### src/rtl/memory_byte_colorizer_hsl_top_macros.svh
// Assertion macros for the memory byte colorizer.
// Included by the top level; expects clk and rst_n in scope.
`ifndef MEMORY_BYTE_COLORIZER_HSL_TOP_MACROS_SVH
`define MEMORY_BYTE_COLORIZER_HSL_TOP_MACROS_SVH

`define MBCHSL_ASSERT_SAME(label, ante, cons, msg) \
  label: assert property (@(posedge clk) disable iff (!rst_n) (ante) |-> (cons)) \
    else $error(msg);

`define MBCHSL_ASSERT_NEXT(label, ante, cons, msg) \
  label: assert property (@(posedge clk) disable iff (!rst_n) (ante) |=> (cons)) \
    else $error(msg);

`endif

### src/rtl/mbchsl_pkg.sv
// Shared types, constants and the address region table of the colorizer.
// No dependencies.
package mbchsl_pkg;

  localparam int ADDR_BITS_DEF = 17;
  localparam int CFG_ADDR_W    = 3;
  localparam logic [0:0] REG_COLOR_MODE = 1'b0;

  localparam logic [31:0] BG_COLOR   = 32'hFF0A0A0F;
  localparam logic [7:0]  ALPHA      = 8'hFF;
  localparam logic [14:0] L_MAX      = 15'd29491;
  localparam logic [14:0] S_MIN      = 15'd9830;
  localparam logic [14:0] S_NORMAL   = 15'd26214;
  localparam logic [14:0] S_HEAT     = 15'd29491;
  localparam logic [16:0] DEG60      = 17'd15360;
  localparam logic [16:0] DEG120     = 17'd30720;
  localparam logic [15:0] ONE_Q15    = 16'h8000;

  typedef enum logic [1:0] {
    MODE_REGION  = 2'd0,
    MODE_PURPLE  = 2'd1,
    MODE_HEAT    = 2'd2,
    MODE_RAINBOW = 2'd3
  } mode_t;

  typedef enum logic [2:0] {
    SEC_RY = 3'd0,
    SEC_YG = 3'd1,
    SEC_GC = 3'd2,
    SEC_CB = 3'd3,
    SEC_BM = 3'd4,
    SEC_MR = 3'd5
  } sector_t;

  typedef struct packed {
    logic               bg;
    logic [16:0]        h0;
    logic signed [34:0] hprod;
    logic [14:0]        l;
    logic [14:0]        s;
    logic [15:0]        boost;
  } hsl_t;

  function automatic logic [8:0] region_hue(input logic [31:0] addr);
    logic [8:0] hue;
    begin
      priority if (addr < 32'h100) begin
        hue = 9'd230;
      end else if (addr < 32'h200) begin
        hue = 9'd190;
      end else if (addr < 32'h2000) begin
        hue = 9'd280;
      end else if (addr < 32'h4000) begin
        hue = 9'd320;
      end else if (addr < 32'h8000) begin
        hue = 9'd45;
      end else begin
        hue = 9'd160;
      end
      return hue;
    end
  endfunction

endpackage

### src/rtl/mbchsl_hsl2rgb.sv
// Four-stage HSL to RGB back end: hue flash offset, chroma, sector and
// second component, then per-channel scaling and saturation. Uses mbchsl_pkg.
module mbchsl_hsl2rgb import mbchsl_pkg::*; (
  input  logic        clk,
  input  logic        rst_n,
  input  logic        in_valid,
  output logic        in_stall,
  input  hsl_t        in_hsl,
  output logic        out_valid,
  input  logic        out_stall,
  output logic [31:0] out_pixel
);

  function automatic logic [7:0] chan(input logic [15:0] q, input logic [14:0] m,
                                      input logic [15:0] boost);
    logic [16:0] sum;
    logic [24:0] prod;
    logic [18:0] val;
    begin
      sum  = 17'(q) + 17'(m);
      prod = 25'(sum) * 25'd255;
      val  = 19'(prod[24:7]) + 19'(boost);
      return (val[18:8] > 11'd255) ? 8'd255 : val[15:8];
    end
  endfunction

  logic p3_valid_r, p4_valid_r, p5_valid_r, p6_valid_r;
  logic en3, en4, en5, en6;

  assign en6 = !p6_valid_r || !out_stall;
  assign en5 = !p5_valid_r || en6;
  assign en4 = !p4_valid_r || en5;
  assign en3 = !p3_valid_r || en4;
  assign in_stall  = !en3;
  assign out_valid = p6_valid_r;

  // Stage 3: apply the flash hue shift and form the chroma product.
  logic signed [34:0] hadj;
  logic signed [18:0] hsum;
  logic [15:0] two_l, tdev, omt;
  logic [16:0] p3_h_nxt;
  logic [30:0] p3_cprod_nxt;

  always_comb begin
    hadj = (in_hsl.hprod < 0) ? ((in_hsl.hprod + 35'sd65535) >>> 16) : (in_hsl.hprod >>> 16);
    hsum = $signed({2'b00, in_hsl.h0}) + hadj[18:0];
    p3_h_nxt = hsum[16:0];
    two_l = {in_hsl.l, 1'b0};
    tdev  = (two_l >= ONE_Q15) ? (two_l - ONE_Q15) : (ONE_Q15 - two_l);
    omt   = ONE_Q15 - tdev;
    p3_cprod_nxt = 31'(omt) * 31'(in_hsl.s);
  end

  logic        p3_bg_r;
  logic [16:0] p3_h_r;
  logic [30:0] p3_cprod_r;
  logic [14:0] p3_l_r;
  logic [15:0] p3_boost_r;

  // Stage 4: chroma, hue sector, second component product and offset.
  logic [15:0] c4;
  sector_t     p4_sector_nxt;
  logic [16:0] base, hp;
  logic [13:0] fdev, wgt;
  logic [29:0] p4_xprod_nxt;
  logic [14:0] p4_m_nxt;

  always_comb begin
    c4 = p3_cprod_r[30:15];
    priority if (p3_h_r < DEG60) begin
      p4_sector_nxt = SEC_RY;
    end else if (p3_h_r < 17'd30720) begin
      p4_sector_nxt = SEC_YG;
    end else if (p3_h_r < 17'd46080) begin
      p4_sector_nxt = SEC_GC;
    end else if (p3_h_r < 17'd61440) begin
      p4_sector_nxt = SEC_CB;
    end else if (p3_h_r < 17'd76800) begin
      p4_sector_nxt = SEC_BM;
    end else begin
      p4_sector_nxt = SEC_MR;
    end
    priority if (p3_h_r < DEG120) begin
      base = 17'd0;
    end else if (p3_h_r < 17'd61440) begin
      base = DEG120;
    end else begin
      base = 17'd61440;
    end
    hp   = p3_h_r - base;
    fdev = (hp >= DEG60) ? 14'(hp - DEG60) : 14'(DEG60 - hp);
    wgt  = 14'(DEG60) - fdev;
    p4_xprod_nxt = 30'(c4) * 30'(wgt);
    p4_m_nxt = p3_l_r - c4[15:1];
  end

  logic        p4_bg_r;
  sector_t     p4_sector_r;
  logic [15:0] p4_c_r;
  logic [29:0] p4_xprod_r;
  logic [14:0] p4_m_r;
  logic [15:0] p4_boost_r;

  // Stage 5: divide the product by 15360 as a shift and a reciprocal of 15.
  logic [19:0] ydiv;
  logic [39:0] xq;
  logic [15:0] p5_x_nxt;

  always_comb begin
    ydiv = p4_xprod_r[29:10];
    xq   = 40'(ydiv) * 40'd559241;
    p5_x_nxt = xq[38:23];
  end

  logic        p5_bg_r;
  sector_t     p5_sector_r;
  logic [15:0] p5_c_r, p5_x_r;
  logic [14:0] p5_m_r;
  logic [15:0] p5_boost_r;

  // Stage 6: route chroma and second component, scale each channel.
  logic [15:0] qr, qg, qb;
  logic [31:0] p6_pixel_nxt;

  always_comb begin
    unique case (p5_sector_r)
      SEC_RY: begin qr = p5_c_r; qg = p5_x_r; qb = 16'd0;  end
      SEC_YG: begin qr = p5_x_r; qg = p5_c_r; qb = 16'd0;  end
      SEC_GC: begin qr = 16'd0;  qg = p5_c_r; qb = p5_x_r; end
      SEC_CB: begin qr = 16'd0;  qg = p5_x_r; qb = p5_c_r; end
      SEC_BM: begin qr = p5_x_r; qg = 16'd0;  qb = p5_c_r; end
      default: begin qr = p5_c_r; qg = 16'd0;  qb = p5_x_r; end
    endcase
    if (p5_bg_r) begin
      p6_pixel_nxt = BG_COLOR;
    end else begin
      p6_pixel_nxt = {ALPHA, chan(qr, p5_m_r, p5_boost_r), chan(qg, p5_m_r, p5_boost_r),
                      chan(qb, p5_m_r, p5_boost_r)};
    end
  end

  logic [31:0] p6_pixel_r;
  assign out_pixel = p6_pixel_r;

  always_ff @(posedge clk) begin
    if (!rst_n) begin
      p3_valid_r <= 1'b0;
      p4_valid_r <= 1'b0;
      p5_valid_r <= 1'b0;
      p6_valid_r <= 1'b0;
    end else begin
      if (en3) begin
        p3_valid_r <= in_valid;
      end
      if (en4) begin
        p4_valid_r <= p3_valid_r;
      end
      if (en5) begin
        p5_valid_r <= p4_valid_r;
      end
      if (en6) begin
        p6_valid_r <= p5_valid_r;
      end
    end
  end

  always_ff @(posedge clk) begin
    if (en3 && in_valid) begin
      p3_bg_r    <= in_hsl.bg;
      p3_h_r     <= p3_h_nxt;
      p3_cprod_r <= p3_cprod_nxt;
      p3_l_r     <= in_hsl.l;
      p3_boost_r <= in_hsl.boost;
    end
    if (en4 && p3_valid_r) begin
      p4_bg_r     <= p3_bg_r;
      p4_sector_r <= p4_sector_nxt;
      p4_c_r      <= c4;
      p4_xprod_r  <= p4_xprod_nxt;
      p4_m_r      <= p4_m_nxt;
      p4_boost_r  <= p3_boost_r;
    end
    if (en5 && p4_valid_r) begin
      p5_bg_r     <= p4_bg_r;
      p5_sector_r <= p4_sector_r;
      p5_c_r      <= p4_c_r;
      p5_x_r      <= p5_x_nxt;
      p5_m_r      <= p4_m_r;
      p5_boost_r  <= p4_boost_r;
    end
    if (en6 && p5_valid_r) begin
      p6_pixel_r <= p6_pixel_nxt;
    end
  end

endmodule

### src/rtl/memory_byte_colorizer_hsl_top.sv
// Memory byte colorizer: turns each memory byte beat into one ARGB pixel.
// The block accepts one beat per clock and returns its pixel through its six
// register stages (hue, saturation and lightness, flash terms, hue shift and
// chroma, sector, division, channel scaling); a stall on the output fills
// bubbles first and then holds the input. color_mode sits at byte address 0 of
// the APB-style port; the user must write it only while no beat is in flight,
// which the block does not enforce. Uses mbchsl_pkg, mbchsl_hsl2rgb and macros.
module memory_byte_colorizer_hsl_top import mbchsl_pkg::*; #(
  parameter int ADDR_BITS = ADDR_BITS_DEF
) (
  input  logic                  clk,
  input  logic                  rst_n,
  input  logic                  psel,
  input  logic                  penable,
  input  logic                  pwrite,
  input  logic [CFG_ADDR_W-1:0] paddr,
  input  logic [31:0]           pwdata,
  output logic [31:0]           prdata,
  output logic                  pready,
  input  logic                  in_valid,
  output logic                  in_stall,
  input  logic [7:0]            in_byte_value,
  input  logic [ADDR_BITS-1:0]  in_byte_address,
  input  logic [15:0]           in_change_age,
  input  logic [15:0]           in_heat_level,
  output logic                  out_valid,
  input  logic                  out_stall,
  output logic [31:0]           out_pixel_argb
);

  `include "memory_byte_colorizer_hsl_top_macros.svh"

  mode_t color_mode_r;

  assign pready = 1'b1;
  assign prdata = (paddr[2] == REG_COLOR_MODE) ? {30'd0, color_mode_r} : 32'd0;

  always_ff @(posedge clk) begin
    if (!rst_n) begin
      color_mode_r <= MODE_REGION;
    end else if (psel && penable && pwrite && pready && (paddr[2] == REG_COLOR_MODE)) begin
      color_mode_r <= mode_t'(pwdata[1:0]);
    end
  end

  logic p1_valid_r, p2_valid_r;
  logic en1, en2, core_stall;

  assign en2 = !p2_valid_r || !core_stall;
  assign en1 = !p1_valid_r || en2;
  assign in_stall = !en1;

  // Stage 1: base hue, saturation, lightness and the flash term.
  logic [15:0] age_sat, heat_sat;
  logic [31:0] flash_prod;
  logic [23:0] heat_term;
  logic [15:0] lr;
  logic [32:0] lq_prod;
  logic [9:0]  ry;
  logic [19:0] rq_prod;
  logic [16:0] rain_hue;
  logic [15:0] p1_flash_nxt;
  logic [14:0] p1_l_nxt, p1_s_nxt;
  logic [16:0] p1_h_nxt;
  logic        p1_bg_nxt;

  always_comb begin
    age_sat  = (in_change_age > ONE_Q15) ? ONE_Q15 : in_change_age;
    heat_sat = (in_heat_level > ONE_Q15) ? ONE_Q15 : in_heat_level;
    flash_prod   = 32'(age_sat) * 32'(age_sat);
    p1_flash_nxt = flash_prod[30:15];
    p1_bg_nxt    = (in_byte_value == 8'd0) && (age_sat == 16'd0);

    lr       = 16'(in_byte_value) * 16'd211 + 16'd127;
    lq_prod  = 33'(lr) * 33'd65794;
    p1_l_nxt = 15'd4915 + 15'(15'(in_byte_value) * 15'd57) + 15'(lq_prod[31:24]);

    ry       = 10'(in_byte_value) * 10'd3 + 10'd8;
    rq_prod  = 20'(ry) * 20'd964;
    rain_hue = 17'(in_byte_value) * 17'd301 + 17'(rq_prod[19:14]);

    heat_term = 24'(heat_sat) * 24'd180 + 24'd64;

    p1_s_nxt = S_NORMAL;
    unique case (color_mode_r)
      MODE_REGION:  p1_h_nxt = {region_hue(32'(in_byte_address)), 8'd0};
      MODE_PURPLE:  p1_h_nxt = {9'd280, 8'd0};
      MODE_HEAT: begin
        p1_h_nxt = 17'd61440 - 17'(heat_term[22:7]);
        p1_s_nxt = S_HEAT;
      end
      MODE_RAINBOW: p1_h_nxt = rain_hue;
    endcase
  end

  logic        p1_bg_r;
  logic [15:0] p1_flash_r;
  logic [14:0] p1_l_r, p1_s_r;
  logic [16:0] p1_h_r;

  // Stage 2: flash brightening, desaturation, boost and hue shift product.
  logic [15:0] l_sum;
  logic [29:0] sdec_prod;
  logic [14:0] s_tmp;
  logic [31:0] boost_prod;
  logic signed [17:0] dh;
  hsl_t p2_nxt, p2_r;

  always_comb begin
    l_sum      = 16'(p1_l_r) + 16'(p1_flash_r[15:1]);
    sdec_prod  = 30'(p1_flash_r) * 30'd9830;
    s_tmp      = p1_s_r - sdec_prod[29:15];
    boost_prod = 32'(p1_flash_r) * 32'd38400;
    dh         = $signed({1'b0, DEG60}) - $signed({1'b0, p1_h_r});

    p2_nxt.bg    = p1_bg_r;
    p2_nxt.h0    = p1_h_r;
    p2_nxt.hprod = 35'(dh) * 35'($signed({1'b0, p1_flash_r}));
    p2_nxt.l     = (l_sum > 16'(L_MAX)) ? L_MAX : l_sum[14:0];
    p2_nxt.s     = (s_tmp < S_MIN) ? S_MIN : s_tmp;
    p2_nxt.boost = boost_prod[30:15];
  end

  always_ff @(posedge clk) begin
    if (!rst_n) begin
      p1_valid_r <= 1'b0;
      p2_valid_r <= 1'b0;
    end else begin
      if (en1) begin
        p1_valid_r <= in_valid;
      end
      if (en2) begin
        p2_valid_r <= p1_valid_r;
      end
    end
  end

  always_ff @(posedge clk) begin
    if (en1 && in_valid) begin
      p1_bg_r    <= p1_bg_nxt;
      p1_flash_r <= p1_flash_nxt;
      p1_l_r     <= p1_l_nxt;
      p1_s_r     <= p1_s_nxt;
      p1_h_r     <= p1_h_nxt;
    end
    if (en2 && p1_valid_r) begin
      p2_r <= p2_nxt;
    end
  end

  mbchsl_hsl2rgb u_hsl2rgb (
    .clk       (clk),
    .rst_n     (rst_n),
    .in_valid  (p2_valid_r),
    .in_stall  (core_stall),
    .in_hsl    (p2_r),
    .out_valid (out_valid),
    .out_stall (out_stall),
    .out_pixel (out_pixel_argb)
  );

  `MBCHSL_ASSERT_NEXT(a_accept_fills_stage1, in_valid && !in_stall, p1_valid_r, "beat lost")
  `MBCHSL_ASSERT_SAME(a_stall_only_when_full, in_stall, p1_valid_r && p2_valid_r, "early stall")
  `MBCHSL_ASSERT_SAME(a_flash_in_range, p1_valid_r, p1_flash_r <= ONE_Q15, "flash above one")

endmodule

### config.mk
export PLATFORM = sky130hd
export DESIGN_NAME = memory_byte_colorizer_hsl_top
export DESIGN_NICKNAME = d
export VERILOG_FILES = /design/src/rtl/mbchsl_pkg.sv /design/src/rtl/mbchsl_hsl2rgb.sv /design/src/rtl/memory_byte_colorizer_hsl_top.sv
export VERILOG_INCLUDE_DIRS = /design/src /design/src/rtl
export SDC_FILE = /design/constraint.sdc
export NUM_CORES = 2
export LEC_CHECK = 0
export ABC_AREA = 1
export BUFFER_PORTS_ARGS = -buffer_cell sky130_fd_sc_hd__buf_2
export CAP_MARGIN = 0
export CORE_MARGIN = 4
export CORE_UTILIZATION = 60
export CTS_CLUSTER_SIZE = 30
export DETAILED_ROUTE_END_ITERATION = 8
export PLACE_DENSITY = 0.86
export SETUP_SLACK_MARGIN = 0.5
export SYNTH_ARGS = -nofsm -noshare
export SYNTH_HDL_FRONTEND = slang
export SYNTH_SLANG_ARGS = --single-unit
### constraint.sdc
create_clock -name clk -period 11.4 [get_ports clk]
set_input_delay 1.14 -clock clk [delete_from_list [all_inputs] [get_ports clk]]
set_output_delay 1.14 -clock clk [all_outputs]
set_load 0.03 [all_outputs]
==> metrics.yaml <==
outcome: "finished clean"
synth_top_cell_by_area: "fa_1"
clock_latency_ns: 0.60
detailed_place_hpwl_um: 172000
avgSynthCellArea_um2: 8.47
synth_top_family_by_area: "adder cells"
drt_pass1_iterations: 8
slowest_stage: "fa_1"
dieArea_mm2: 0.143
rows: 135
hold_path_class: "reg -> reg"
hold_viol: 0
cts_setup_buffers: 0
tightestPinTransition_ns: 1.17
mostFrequentLayoutCells: "inv_1 (2462), nand2_1 (1534), fa_1 (1210)"
async_flop_share: 0
grt_use_total: 0.291
yosysWarnings: 0
cp_slowest_stage_delay_ns: 0.59
synth_cell_types: 72
wl_per_cell_um: 17.4
clock-sinks: 384
fmax_ghz: 0.0974
fin_skew_ns: 0.0294
max_slew_margin: 0.218
worst-setup-path-type: "in -> reg"
crit_buf_inv: 7
worst_setup_path_start_kind: "input pin"
cp_data_arrival_time_ns: 10.60
finish.utilization: 0.634
synth_flop_cell: "edfxtp_1"
setup_viol: 0
endpoint_kind: "flop"
synth-compound-area-share: 0.0720
critPathTopFamily: "adder cells"
nNetsFinal: 12300
area_growth_pct: 4.80
critPathMaxFanout: 11
fin_crit_sh: 0.900
critPathRequiredTime_ns: 11.74
maxCapViolations: 0
avgViaCountPerCell: 5.54
cts_made_buffers: 41
yosysTopAreaCellShare: 0.296
num-fill-cells: 10900
synthSimpleGateAreaFrac: 0.141
first_global_vias: 68200
gp_congestion: 0.972
period_minus_slack_ns: 10.26
die_h_um: 378
io_buffers: 86
drive_above_1_share: 0.0342
ys_seq_elements: 384
h-tree-depth: 2
synth_edf_count: 376
route.detailed.drc: 0
initial_utilization: 0.605
dieWidth_um: 378
tritoncts: "built"
final_common_cell: "inv_1"
pin_count: 166
cts.root.buffer_cell: "clkbuf_16"
place_inst: 11500
maxSlewViolCount: 0
clk_pin_slew_worst_paths_ns: 0.06
finalNonFillerCells: 11600
grt_max_degree: 72
synth_fa_ha_area_frac: 0.478
post_synth_main_area_contributors: "fa_1 (30%), ha_1 (18%), edfxtp_1 (14%)"
fin_tns_setup_ns: 0
grt_pass1_wl_um: 336000
syn_area_mm2: 0.0819
drt_iter0_markers: 4749
muxShareOfSynthArea: 0
grt_overflow_total: 0
routed_wl_um: 202000
synthCells: 9674
clockBufferDepth: 3
synth_xor_area_frac: 0.0452
ant_nets: 0
antenna_found_initial: 6
rsz0062_at_grt: "yes"
crit_top_cell: "ha_1"
vias: 64300
ys_seq_area_frac: 0.140
fp.coreArea_mm2: 0.135
-- cell type report --
cell class	instances	area (um^2)	area share
Antenna cell	1	2.50	0.0000291
Clock buffer	51	1090	0.0128
Clock inverter	22	149	0.00173
Inverter	2498	9380	0.109
Multi-Input combinational cell	6713	60600	0.706
Sequential cell	384	11500	0.133
Tap cell	1781	2230	0.0260
Timing Repair Buffer	153	933	0.0109
-- through the flow --
stage	hold WS, ns	area (um^2)	setup slack, ns
floorplan	0.400	82100	1.29
global placement	0.400	84600	0.508
detailed placement	0.405	84600	0.497
CTS	0.416	85900	1.07
global route	0.423	85900	0.249
finish	0.415	85900	1.14
-- worst reg2reg max path: cells and delay by family, from the launching register on --
kind	cells	cell delay, ns
AND/OR/NAND/NOR	13	2.34
buffers and inverters	6	0.69
adder cells (fa/ha/maj)	8	3.53
XOR/XNOR	3	0.95
flip-flops	1	0.40
AO/OA/AOI/OAI	12	2.04
-- path summary, 6_finish.rpt --
check	from	to	slack [ns]	cells after the start
setup / recovery	in_byte_value[7]	p1_l_r[14]	1.14	48
hold / removal	u_hsl2rgb.p4_boost_r[8]	u_hsl2rgb.p5_boost_r[8]	0.41	0
setup reg to reg	u_hsl2rgb.p5_sector_r[0]	u_hsl2rgb.out_pixel[22]	1.20	42
hold reg to reg	u_hsl2rgb.p4_boost_r[8]	u_hsl2rgb.p5_boost_r[8]	0.41	0
-- flip-flops by register name, indices dropped and copies added, names as in the netlist, 17 cells and up --
name,flops
u_hsl2rgb.p3_h_r,17
p2_r,98
p1_h_r,17
u_hsl2rgb.out_pixel,24
u_hsl2rgb.p4_xprod_r,20
-- logic make-up (layout without fill, tap and decap cells) --
| logic type | after synthesis | in the layout |
|---|---|---|
| AO/OA/AOI/OAI | 1043 | 1043 |
| other | 2 | 62 |
| adder cells (fa/ha/maj) | 2405 | 2405 |
| XOR/XNOR | 418 | 418 |
| flip-flops | 384 | 384 |
| buffers and inverters | 2636 | 2724 |
| AND/OR/NAND/NOR | 2786 | 2786 |
-- synthesized netlist by cell type, drive strengths merged (15+ instances only) --
cell type and count:
a21oi 503, buf 49, edfxtp 376, fa 1210, nand4 80, a21o 36
o31ai 15, nand3 267, xor2 287, xnor2 131, clkinv 18, nor3 76
nor4 28, o21bai 31, o22ai 52, o21ai 264, nand2 1568, ha 1195
clkbuf 89, o211ai 26, a31oi 39, nor2 730, inv 2480
-- metal layers --
layer | routed length (um) | track usage | vias to the layer above
met3 | 15100 | 0.0475 | 765
met4 | 12400 | 0.146 | 4
met2 | 97400 | 0.501 | 2574
met5 | 27 | 0 | -
met1 | 77100 | 0.354 | 30800
li1 | - | - | 30200
-- what timing repair did --
action                     in CTS  in global routing
gates resized for setup         0                  2
setup endpoints to repair       0                  3
hold buffers                    0                  0
Power is left out: the tool's default activity adds up to more than one toggle a clock period on the data nets, which glitch-free logic cannot reach.
